--- src/hdl/sha256_pkg.sv ---
package sha256_pkg;

   localparam logic REQ_ABSORB = 1'b0;
   localparam logic REQ_FINISH = 1'b1;

   typedef struct packed {
      logic       req_type;
      logic [7:0] data_byte;
   } req_type_type;

   typedef struct packed {
      logic [31:0] digest_word;
      logic [2:0]  word_index;
      logic        last_word;
   } rsp_type;

   localparam logic [31:0] INIT_H [8] = '{
      32'h6a09e667, 32'hbb67ae85, 32'h3c6ef372, 32'ha54ff53a,
      32'h510e527f, 32'h9b05688c, 32'h1f83d9ab, 32'h5be0cd19};

   localparam logic [31:0] ROUND_K [64] = '{
      32'h428a2f98, 32'h71374491, 32'hb5c0fbcf, 32'he9b5dba5,
      32'h3956c25b, 32'h59f111f1, 32'h923f82a4, 32'hab1c5ed5,
      32'hd807aa98, 32'h12835b01, 32'h243185be, 32'h550c7dc3,
      32'h72be5d74, 32'h80deb1fe, 32'h9bdc06a7, 32'hc19bf174,
      32'he49b69c1, 32'hefbe4786, 32'h0fc19dc6, 32'h240ca1cc,
      32'h2de92c6f, 32'h4a7484aa, 32'h5cb0a9dc, 32'h76f988da,
      32'h983e5152, 32'ha831c66d, 32'hb00327c8, 32'hbf597fc7,
      32'hc6e00bf3, 32'hd5a79147, 32'h06ca6351, 32'h14292967,
      32'h27b70a85, 32'h2e1b2138, 32'h4d2c6dfc, 32'h53380d13,
      32'h650a7354, 32'h766a0abb, 32'h81c2c92e, 32'h92722c85,
      32'ha2bfe8a1, 32'ha81a664b, 32'hc24b8b70, 32'hc76c51a3,
      32'hd192e819, 32'hd6990624, 32'hf40e3585, 32'h106aa070,
      32'h19a4c116, 32'h1e376c08, 32'h2748774c, 32'h34b0bcb5,
      32'h391c0cb3, 32'h4ed8aa4a, 32'h5b9cca4f, 32'h682e6ff3,
      32'h748f82ee, 32'h78a5636f, 32'h84c87814, 32'h8cc70208,
      32'h90befffa, 32'ha4506ceb, 32'hbef9a3f7, 32'hc67178f2};

   function automatic logic [31:0] rotr(input logic [31:0] x, input int n);
      rotr = (x >> n) | (x << (32 - n));
   endfunction

endpackage

--- src/hdl/sha256_stream_hasher.sv ---
// SHA-256 hasher over a byte stream.
// req channel (valid/ready): req_type 0 absorbs data_byte, 1 finishes the
// message. rsp channel (valid/ready): eight digest words, index 0 first,
// last_word set on the eighth.
// An absorb that does not fill a block leaves req_ready high. One that fills
// a 64-byte block starts a compression: the block moves into the 16-word
// schedule window, one round unit then runs one round per cycle, and the
// result is added into the chaining words. A finish writes the padding one
// byte per cycle (up to 64 bytes, or 72 with a spill block) and runs one or
// two compressions; then the digest words go out one per cycle while the
// receiver takes them. The rate is set by the single round unit.
// req_ready is low throughout that work.
// A receiver stall holds the word index, and so the current word, until
// it is taken; nothing else advances.
// Reset (synchronous, active high) restores the initial chaining words,
// clears the fill count and bit length and drops any pending word. The
// block buffer needs no clearing: every byte is written before it is read.
module sha256_stream_hasher (
   input  logic                       clock,
   input  logic                       reset,
   input  logic                       req_valid,
   output logic                       req_ready,
   input  sha256_pkg::req_type_type   req_data,
   output logic                       rsp_valid,
   input  logic                       rsp_ready,
   output sha256_pkg::rsp_type        rsp_data
);
   import sha256_pkg::*;

   typedef enum logic [2:0] {
      ST_IDLE, ST_PAD, ST_LOAD, ST_ROUND, ST_ADD, ST_EMIT
   } state_type;

   state_type   state_ff;
   logic [31:0] buf_ff [16];
   logic [5:0]  fill_ff;
   logic [63:0] bits_ff;
   logic [63:0] total_ff;
   logic [31:0] h_ff [8];
   logic [31:0] v_ff [8];
   logic [31:0] w_ff [16];
   logic [5:0]  rnd_ff;
   logic [4:0]  ld_ff;
   logic        final_ff;
   logic        spill_ff;
   logic [2:0]  idx_ff;
   logic        rsp_valid_ff;

   logic [31:0] t1, t2, wnew, wcur, s0, s1;
   logic [7:0]  pad_byte;
   logic [2:0]  len_sel;
   logic [1:0]  byte_lane;

   assign wcur = w_ff[0];
   always_comb begin
      s0   = rotr(w_ff[1], 7) ^ rotr(w_ff[1], 18) ^ (w_ff[1] >> 3);
      s1   = rotr(w_ff[14], 17) ^ rotr(w_ff[14], 19) ^ (w_ff[14] >> 10);
      wnew = w_ff[0] + s0 + w_ff[9] + s1;
      t1   = v_ff[7] + (rotr(v_ff[4], 6) ^ rotr(v_ff[4], 11) ^ rotr(v_ff[4], 25))
           + ((v_ff[4] & v_ff[5]) ^ (~v_ff[4] & v_ff[6])) + ROUND_K[rnd_ff] + wcur;
      t2   = (rotr(v_ff[0], 2) ^ rotr(v_ff[0], 13) ^ rotr(v_ff[0], 22))
           + ((v_ff[0] & v_ff[1]) ^ (v_ff[0] & v_ff[2]) ^ (v_ff[1] & v_ff[2]));
      // first byte of a word lands in its top lane
      byte_lane = ~fill_ff[1:0];
      len_sel = 3'(~fill_ff[2:0]);
      if (fill_ff >= 6'd56 && !spill_ff) begin
         pad_byte = total_ff[8*len_sel +: 8];
      end else begin
         pad_byte = 8'h00;
      end
   end

   assign req_ready = (state_ff == ST_IDLE);
   assign rsp_valid = rsp_valid_ff;
   assign rsp_data.digest_word = h_ff[idx_ff];
   assign rsp_data.word_index  = idx_ff;
   assign rsp_data.last_word   = (idx_ff == 3'd7);

   always_ff @(posedge clock) begin
      case (state_ff)
         ST_IDLE: begin
            if (req_valid) begin
               if (req_data.req_type == REQ_ABSORB) begin
                  buf_ff[fill_ff[5:2]][{byte_lane, 3'd0} +: 8] <= req_data.data_byte;
                  fill_ff <= fill_ff + 6'd1;
                  if (fill_ff == 6'd63) begin
                     final_ff <= 1'b0;
                     ld_ff    <= '0;
                     state_ff <= ST_LOAD;
                  end
               end else begin
                  total_ff <= bits_ff + {55'd0, fill_ff, 3'd0};
                  buf_ff[fill_ff[5:2]][{byte_lane, 3'd0} +: 8] <= 8'h80;
                  spill_ff <= (fill_ff >= 6'd56);
                  fill_ff  <= fill_ff + 6'd1;
                  final_ff <= 1'b1;
                  state_ff <= (fill_ff == 6'd63) ? ST_LOAD : ST_PAD;
                  ld_ff    <= '0;
               end
            end
         end
         ST_PAD: begin
            // write zeros, and the length in the last eight bytes of the final block
            buf_ff[fill_ff[5:2]][{byte_lane, 3'd0} +: 8] <= pad_byte;
            fill_ff <= fill_ff + 6'd1;
            if (fill_ff == 6'd63) begin
               ld_ff    <= '0;
               state_ff <= ST_LOAD;
            end
         end
         ST_LOAD: begin
            // one big-endian schedule word per cycle
            for (int i = 0; i < 15; i++) w_ff[i] <= w_ff[i+1];
            w_ff[15] <= buf_ff[ld_ff[3:0]];
            ld_ff <= ld_ff + 5'd1;
            if (ld_ff == 5'd15) begin
               for (int i = 0; i < 8; i++) v_ff[i] <= h_ff[i];
               rnd_ff   <= '0;
               state_ff <= ST_ROUND;
            end
         end
         ST_ROUND: begin
            for (int i = 0; i < 15; i++) w_ff[i] <= w_ff[i+1];
            w_ff[15] <= wnew;
            v_ff[7] <= v_ff[6];
            v_ff[6] <= v_ff[5];
            v_ff[5] <= v_ff[4];
            v_ff[4] <= v_ff[3] + t1;
            v_ff[3] <= v_ff[2];
            v_ff[2] <= v_ff[1];
            v_ff[1] <= v_ff[0];
            v_ff[0] <= t1 + t2;
            rnd_ff <= rnd_ff + 6'd1;
            if (rnd_ff == 6'd63) state_ff <= ST_ADD;
         end
         ST_ADD: begin
            for (int i = 0; i < 8; i++) h_ff[i] <= h_ff[i] + v_ff[i];
            if (!final_ff) begin
               bits_ff  <= bits_ff + 64'd512;
               state_ff <= ST_IDLE;
            end else if (spill_ff) begin
               spill_ff <= 1'b0;
               state_ff <= ST_PAD;
            end else begin
               idx_ff       <= '0;
               rsp_valid_ff <= 1'b1;
               state_ff     <= ST_EMIT;
            end
         end
         ST_EMIT: begin
            if (rsp_ready) begin
               idx_ff <= idx_ff + 3'd1;
               if (idx_ff == 3'd7) begin
                  rsp_valid_ff <= 1'b0;
                  for (int i = 0; i < 8; i++) h_ff[i] <= INIT_H[i];
                  bits_ff  <= '0;
                  fill_ff  <= '0;
                  state_ff <= ST_IDLE;
               end
            end
         end
         default: state_ff <= ST_IDLE;
      endcase
      if (reset) begin
         state_ff     <= ST_IDLE;
         fill_ff      <= '0;
         bits_ff      <= '0;
         rsp_valid_ff <= 1'b0;
         spill_ff     <= 1'b0;
         for (int i = 0; i < 8; i++) h_ff[i] <= INIT_H[i];
      end
   end

endmodule

--- config.mk ---
export PLATFORM = sky130hd
export DESIGN_NAME = sha256_stream_hasher
export DESIGN_NICKNAME = d
export VERILOG_FILES = /design/src/hdl/sha256_pkg.sv /design/src/hdl/sha256_stream_hasher.sv
export SDC_FILE = /design/constraint.sdc
export NUM_CORES = 2
export LEC_CHECK = 0
export BUFFER_PORTS_ARGS = -buffer_cell sky130_fd_sc_hd__clkbuf_2
export CAP_MARGIN = 10
export CORE_ASPECT_RATIO = 1.5
export CORE_UTILIZATION = 39
export DETAILED_ROUTE_END_ITERATION = 6
export GPL_TIMING_DRIVEN = 0
export PLACE_DENSITY = 0.62
export SETUP_SLACK_MARGIN = 0.2
export SYNTH_ARGS = -nofsm -noshare
export SYNTH_HDL_FRONTEND = slang
export SYNTH_SLANG_ARGS = --single-unit
export TNS_END_PERCENT = 100
--- constraint.sdc ---
create_clock -name clock -period 29.6 [get_ports clock]
set_input_delay 4.44 -clock clock [delete_from_list [all_inputs] [get_ports clock]]
set_output_delay 4.44 -clock clock [all_outputs]
set_load 0.02 [all_outputs]
## Word-level counts from Yosys, hierarchy flattened

Memory sizes are Yosys's and may differ from the RTL's. A register that Yosys moved wholly into a read port is not among the register bits.
Index checks and enable logic that the tools add are counted.

- Bits in registers: 154
- Bits in writable memories: 1536
- Memory bits (read-only): 2048
- Input port bits: 13
- Output and inout port bits: 38
- Word-level logic and storage cells: 391
- Memories: 5

- Add/subtract/negate cells: 25
- $lt $le $gt $ge: 2
- Eq/ne operators: 18
- Shift operators: 5
- Multiplexer cells: 173
- Bitwise gates (word level): 134
- Reduce and logical (&&, ||, !) cells: 19

Memories:

| memory | words | bits a word | read ports | clocked after memory_dff | wr ports | RTL line | source |
|---|---|---|---|---|---|---|---|
| (name not given) | 64 | 32 | 1 | 0 | 0 | sha256_stream_hasher.sv:60 | `+ ((v_ff[4] & v_ff[5]) ^ (~v_ff[4] & v_ff[6])) + ROUND_K[rnd_ff] + wcur;` |
| buf_ff | 16 | 32 | 1 | 1 | 1 | sha256_stream_hasher.sv:35 | `logic [31:0] buf_ff [16];` |
| w_ff | 16 | 32 | 16 | 0 | 16 | sha256_stream_hasher.sv:41 | `logic [31:0] w_ff [16];` |
| h_ff | 8 | 32 | 9 | 1 | 8 | sha256_stream_hasher.sv:39 | `logic [31:0] h_ff [8];` |
| v_ff | 8 | 32 | 8 | 0 | 8 | sha256_stream_hasher.sv:40 | `logic [31:0] v_ff [8];` |

Operators by type and width:

| kind | count |
|---|---|
| $mux W32 | 45 |
| $add A32 B32 Y32 | 18 |
| $xor A32 B32 Y32 | 9 |
| $mux W64 | 3 |
| $and A32 B32 Y32 | 5 |
| $pmux W64 S2 | 1 |
| $or A1 B1 Y1 | 104 |
| $mux W1 | 94 |
| $add A64 B10 Y64 const B | 1 |
| $add A64 B9 Y64 | 1 |
| $shiftx A64 B7 Y8 | 1 |
| $shiftx A8 B7 Y32 | 2 |
| $mux W3 | 13 |
| $not A32 Y32 | 1 |
| $or A10 B32 Y32 | 1 |
| $or A13 B32 Y32 | 1 |
| $or A14 B32 Y32 | 1 |
| $or A15 B32 Y32 | 1 |
| $or A19 B32 Y32 | 1 |
| $or A21 B32 Y32 | 1 |
| $or A25 B32 Y32 | 1 |
| $or A26 B32 Y32 | 1 |
| $or A30 B32 Y32 | 1 |
| $or A7 B32 Y32 | 1 |
| 40 further kinds | 68 |

## Logic depth before layout (Yosys ltp)

An unclocked memory read counts as a cell.

- Word-level depth: 10
- Gate-level depth with buffers: 42
- Gate-level depth less buffers: 40

## Least setup slack after synthesis

Ideal clock, no wire load.

- Path kind: register to register
- Start point: register state_ff[1]
- End point: memory v_ff[0][0] (enable)
- Setup time: 0.641 ns
- Arrival time: 20.850 ns
- Data required time: 28.959 ns
- Slack: 8.109 ns
- Cell stages (with the launch flop): 4
- Path buffers: 1
- Period minus slack after synthesis: 21.491 ns
- Cell sequence: dfxtp_1 > nor2b_1 > clkbuf_1 > o21a_1

RTL lines:

| item | RTL line | source |
|---|---|---|
| from (decl) | sha256_stream_hasher.sv:34 | `state_type state_ff;` |
| from (signal assigned) | sha256_stream_hasher.sv:97 | `state_ff <= (fill_ff == 6'd63) ? ST_LOAD : ST_PAD;` |
| to (decl) | sha256_stream_hasher.sv:40 |  |

==> impl.org <==
** Status
- Status :: finished clean

** Power and ir drop
- Maximum VDD drop :: 0.0473 mV
- Areal power density over the cells :: 50.3 nW/µm²
- Leak pwr :: 36.9 nW

** Setup path
- Critical path destination :: v_ff[0][31]
- Endpoint of the lowest-slack register-to-register path :: v_ff[0][31]
- Slack of the worst reg-to-reg path :: 16.94 ns
- Critical Path End Type :: flop
- For the worst setup path, the data required time is 30.18 ns.
- In this run the worst setup path begins at rnd_ff[1].
- Among the stages of the critical path, the cell type that occurs most often is sky130_fd_sc_hd__fa_1.
- Launch instance of the worst register-to-register path :: rnd_ff[1]
- Maximum net fanout on the critical path :: 12
- Critical Path Source Type :: flop
- Arrival time of data at the critical path endpoint :: 13.24 ns
- The worst register-to-register path has a depth of 36.
- Kind of critical path :: flop to flop
- For this run, the slowest stage of the critical path takes 0.95 ns.
- Crit path max-delay cell type :: sky130_fd_sc_hd__nor2_1

** Clock tree
- TritonCTS built the clock tree.
- Hold-fix buffers at CTS :: 0
- The number of clock buffers added by TritonCTS is 174.
- Clock insertion delay at the later pin of the skew report :: 0.86 ns
- Post-CTS repair changed the size of 0 cells.
- The clock passes through at most 4 buffers.
- Clock transition at the register clock pins on the worst setup and hold paths after CTS :: 0.07 ns
- The number of setup buffers added after CTS is 0.
- CTS H-tree lvls :: 4
- Clock tree synthesis selected as its root buffer the cell sky130_fd_sc_hd__clkbuf_16.
- The tree built by TritonCTS fans out to 1,685 sinks.

** Floorplan
- Measured along the x axis, the die boundary spans 394 µm.
- Die Outline Area :: 233,000 µm²
- Starting density of the core :: 0.393
- Site Rows :: 215
- After floorplanning, the core was sized to cover 229,000 µm².
- 51 I/O pins were placed.
- The die is 591 µm tall.

** Timing
- The number of max-slew violations in the final report is 0.
- Setup repair after global routing left no endpoint under its margin.
- Based on the critical path, the design can be clocked at up to 0.0790 GHz.
- Setup violations remaining at the end of the flow were counted as 0.
- Worst slew margin relative to its limit :: 0.110
- Clk_skew :: 0.107 ns
- Hold WS :: 0.389 ns
- For the pin with the worst max-slew slack, the measured transition is 1.33 ns.
- Setup WS post-layout :: 16.94 ns
- The clock period could shrink to 12.66 ns.
- Post-route fraction of the period consumed by the critical path :: 0.428
- Final count of hold timing violations :: 0

** Placed design
- Timing analysis after detailed placement gives a worst setup slack of 17.29 ns.
- At the end of routability-driven placement, the weighted congestion stood at 1.04.
- Detailed placer's ending HPWL :: 232 mm
- Post-place instance area :: 95,000 µm²
- Port buffering added 49 buffers.

** Route
- First drt pass iteration count :: 6
- Wire length per cell :: 28.5 µm
- In the routed design, unresolved DRC markers number 0.
- Starting DRC count in detailed routing :: 5,529
- ANT nets after route :: 0
- Number of vias per cell after detailed routing :: 5.75
- Overall routed net length :: 301 mm
- For this block, the via count after detailed routing is 60,800.

** Yosys
- Post-Synth Adder-Cell Area :: 0.102
- Basic-gate share of the synthesized area counting and, or, nand and nor cells :: 0.0716
- Number of nets produced by synthesis :: 7,736
- For this run, asynchronously set or reset flops after synthesis account for 0.
- After synthesis, the share of cell area in mux cells is 0.0946.
- Xor and xnor fraction of the mapped netlist area :: 0.0602
- Post-Syn Instances :: 7,128
- Summed over all instances, the cell type with the most area after synthesis is sky130_fd_sc_hd__edfxtp_1.
- Netlist Area Pre-Place :: 90,100 µm²
- Yosys printed 0 warnings.
- Register bit total from synthesis :: 1,685
- By area the synthesized netlist is led by sky130_fd_sc_hd__edfxtp_1, sky130_fd_sc_hd__mux4_2, sky130_fd_sc_hd__dfxtp_1.
- A synthesized cell averages 12.6 µm².
- Most repeated cell in the gate-level netlist after synthesis :: sky130_fd_sc_hd__edfxtp_1
- The share of synthesized area in the top cell type comes to 0.473.
- Number of distinct library cells after synthesis :: 94
- Dominant combinational cell family by area after synthesis :: compound AO/OA/AOI/OAI gates
- Most used flip-flop cell after synthesis :: sky130_fd_sc_hd__edfxtp_1
- Post-synth EDFFs :: 1,420
- Top cell types by occurrence after synthesis :: sky130_fd_sc_hd__edfxtp_1, sky130_fd_sc_hd__o21ai_0, sky130_fd_sc_hd__a21oi_1
- For this run, the register share of the synthesized area comes to 0.532.
- The complex-gate fraction of the synthesized area is 0.112.

** Global route
- The first global-routing pass estimated 428 mm of wire.
- Total grt overflow :: 0
- The via count of the first global-routing pass is 61,700.
- GRT Overall Usage :: 0.254
- Entering global routing, the biggest net connects 72 pins.
- The number of antenna violations at the first check in global routing came to 10.

** Job
- The tool flagged a number of max-cap violations equal to 0.

** Cells and area
- Ratio of cells with drive above 1 in the final layout :: 0.119
- Final standard cell utilization of the core :: 0.439
- At the end of the flow, the number of nets in the layout was 8,011.
- Filler Cell Count :: 20,900
- Summing all non-filler instances in the final layout gives an area of 101,000 µm².
- P&R area growth vs syn :: 11.7%

** Hold path
- In this run the worst hold path is classified as flop to flop.
## stage by stage
stage	std cells	total power, W	setup TNS (ns)
CTS	10600	0.00509	0
global route	10600	0.00518	0
finish	10600	0.00506	0
global placement	10200	0.00287	-216.61
floorplan	7128	0.00278	0
detailed placement	10300	0.00289	0
## flip-flops by register name, summed over array words and instances, names as in the netlist, 6 cells and up, named ones only
signal and cells:
total_ff 61, h_ff 256, w_ff 512, buf_ff 512, rnd_ff 6, fill_ff 6
bits_ff 55, v_ff 256
## critical path: cells and delay by family (launching register included)
kind | cells | cell delay, ns
XOR/XNOR | 2 | 0.32
AND/OR/NAND/NOR | 6 | 2.27
AO/OA/AOI/OAI | 17 | 4.86
flip-flops | 1 | 0.61
buffers and inverters | 4 | 1.52
adder cells (fa/ha/maj) | 7 | 2.81
## cell type report
cell class	count	area [µm²]	share of cell area
Inverter	260	978	0.00972
Multi-Input combinational cell	4803	39800	0.395
Antenna cell	2	5.00	0.0000497
Timing Repair Buffer	99	1140	0.0113
Clock buffer	228	4700	0.0467
Sequential cell	1685	47900	0.476
Tap cell	3038	3800	0.0378
Clock inverter	84	852	0.00847
Buffer	380	1450	0.0144
## worst min path at each step
stage / to / cells past startpoint / slack, ns / startpoint
floorplan: w_ff[0][100] / 0 / 0.40 / w_ff[0][132]
global placement: w_ff[1][203] / 0 / 0.40 / w_ff[1][235]
detailed placement: w_ff[0][102] / 0 / 0.40 / w_ff[0][134]
CTS: w_ff[1][121] / 0 / 0.39 / w_ff[1][153]
global route: w_ff[1][119] / 0 / 0.39 / w_ff[1][151]
finish: w_ff[1][85] / 0 / 0.39 / w_ff[1][117]
## placed cells by master, fill, tap and decap left out, types with 20 or more instances in the layout
| cell | Yosys | routed |
|---|---|---|
| sky130_fd_sc_hd__clkbuf_2 | 0 | 58 |
| sky130_fd_sc_hd__fa_1 | 195 | 195 |
| sky130_fd_sc_hd__o31ai_1 | 31 | 29 |
| sky130_fd_sc_hd__nor2b_1 | 57 | 57 |
| sky130_fd_sc_hd__a21oi_1 | 478 | 471 |
| sky130_fd_sc_hd__o21bai_1 | 38 | 38 |
| sky130_fd_sc_hd__maj3_1 | 30 | 30 |
| sky130_fd_sc_hd__mux2_2 | 253 | 253 |
| sky130_fd_sc_hd__or3_1 | 43 | 43 |
| sky130_fd_sc_hd__o21a_1 | 69 | 68 |
| sky130_fd_sc_hd__o21ai_1 | 22 | 23 |
| sky130_fd_sc_hd__and3_1 | 44 | 44 |
| sky130_fd_sc_hd__clkbuf_1 | 346 | 380 |
| sky130_fd_sc_hd__nand2_1 | 440 | 440 |
| sky130_fd_sc_hd__mux4_2 | 242 | 242 |
| sky130_fd_sc_hd__dfxtp_1 | 265 | 265 |
| sky130_fd_sc_hd__clkinv_1 | 1 | 28 |
| sky130_fd_sc_hd__ha_1 | 400 | 400 |
| sky130_fd_sc_hd__clkbuf_16 | 0 | 179 |
| sky130_fd_sc_hd__buf_1 | 33 | 33 |
| sky130_fd_sc_hd__nand4_1 | 37 | 37 |
| sky130_fd_sc_hd__nand3_1 | 89 | 89 |
| sky130_fd_sc_hd__nand2b_1 | 81 | 81 |
| sky130_fd_sc_hd__buf_8 | 0 | 21 |
| sky130_fd_sc_hd__a31oi_1 | 50 | 50 |
| sky130_fd_sc_hd__and2_1 | 23 | 23 |
| sky130_fd_sc_hd__o21ai_0 | 501 | 500 |
| sky130_fd_sc_hd__mux2i_1 | 22 | 22 |
| sky130_fd_sc_hd__a21o_1 | 169 | 169 |
| sky130_fd_sc_hd__edfxtp_1 | 1420 | 1420 |
| sky130_fd_sc_hd__clkinv_2 | 0 | 20 |
| sky130_fd_sc_hd__a211oi_1 | 43 | 43 |
| sky130_fd_sc_hd__o211ai_1 | 30 | 30 |
| sky130_fd_sc_hd__nor3_1 | 80 | 80 |
| sky130_fd_sc_hd__inv_1 | 258 | 258 |
| sky130_fd_sc_hd__nor2_1 | 435 | 432 |
| sky130_fd_sc_hd__xnor2_1 | 398 | 398 |
| sky130_fd_sc_hd__xor2_1 | 218 | 218 |
## logic make-up (layout without fill, tap and decap cells)
logic type	after synthesis	count (layout)
flops	1685	1685
compound gates	1643	1643
simple gates	1401	1401
buf+inv	640	1051
fa+ha+maj	625	625
xor+xnor	617	617
mux	517	517
other cells	0	2
## layer usage
layer  wire length (µm)  track usage  vias to the layer above
met2             148000        0.439                     2435
met1             111000        0.290                    30500
met4              24500        0.178                        8
met3              17400       0.0369                      780
li1                   -            -                    27100
met5                 54            0                        -
## power breakdown
group | switching (W) | internal (W) | total [W]
Combinational | 0.000159 | 0.0000962 | 0.000255
Clock | 0.000968 | 0.00125 | 0.00222
Sequential | 0.00000805 | 0.00258 | 0.00258
(Power assumes the default switching activity.)
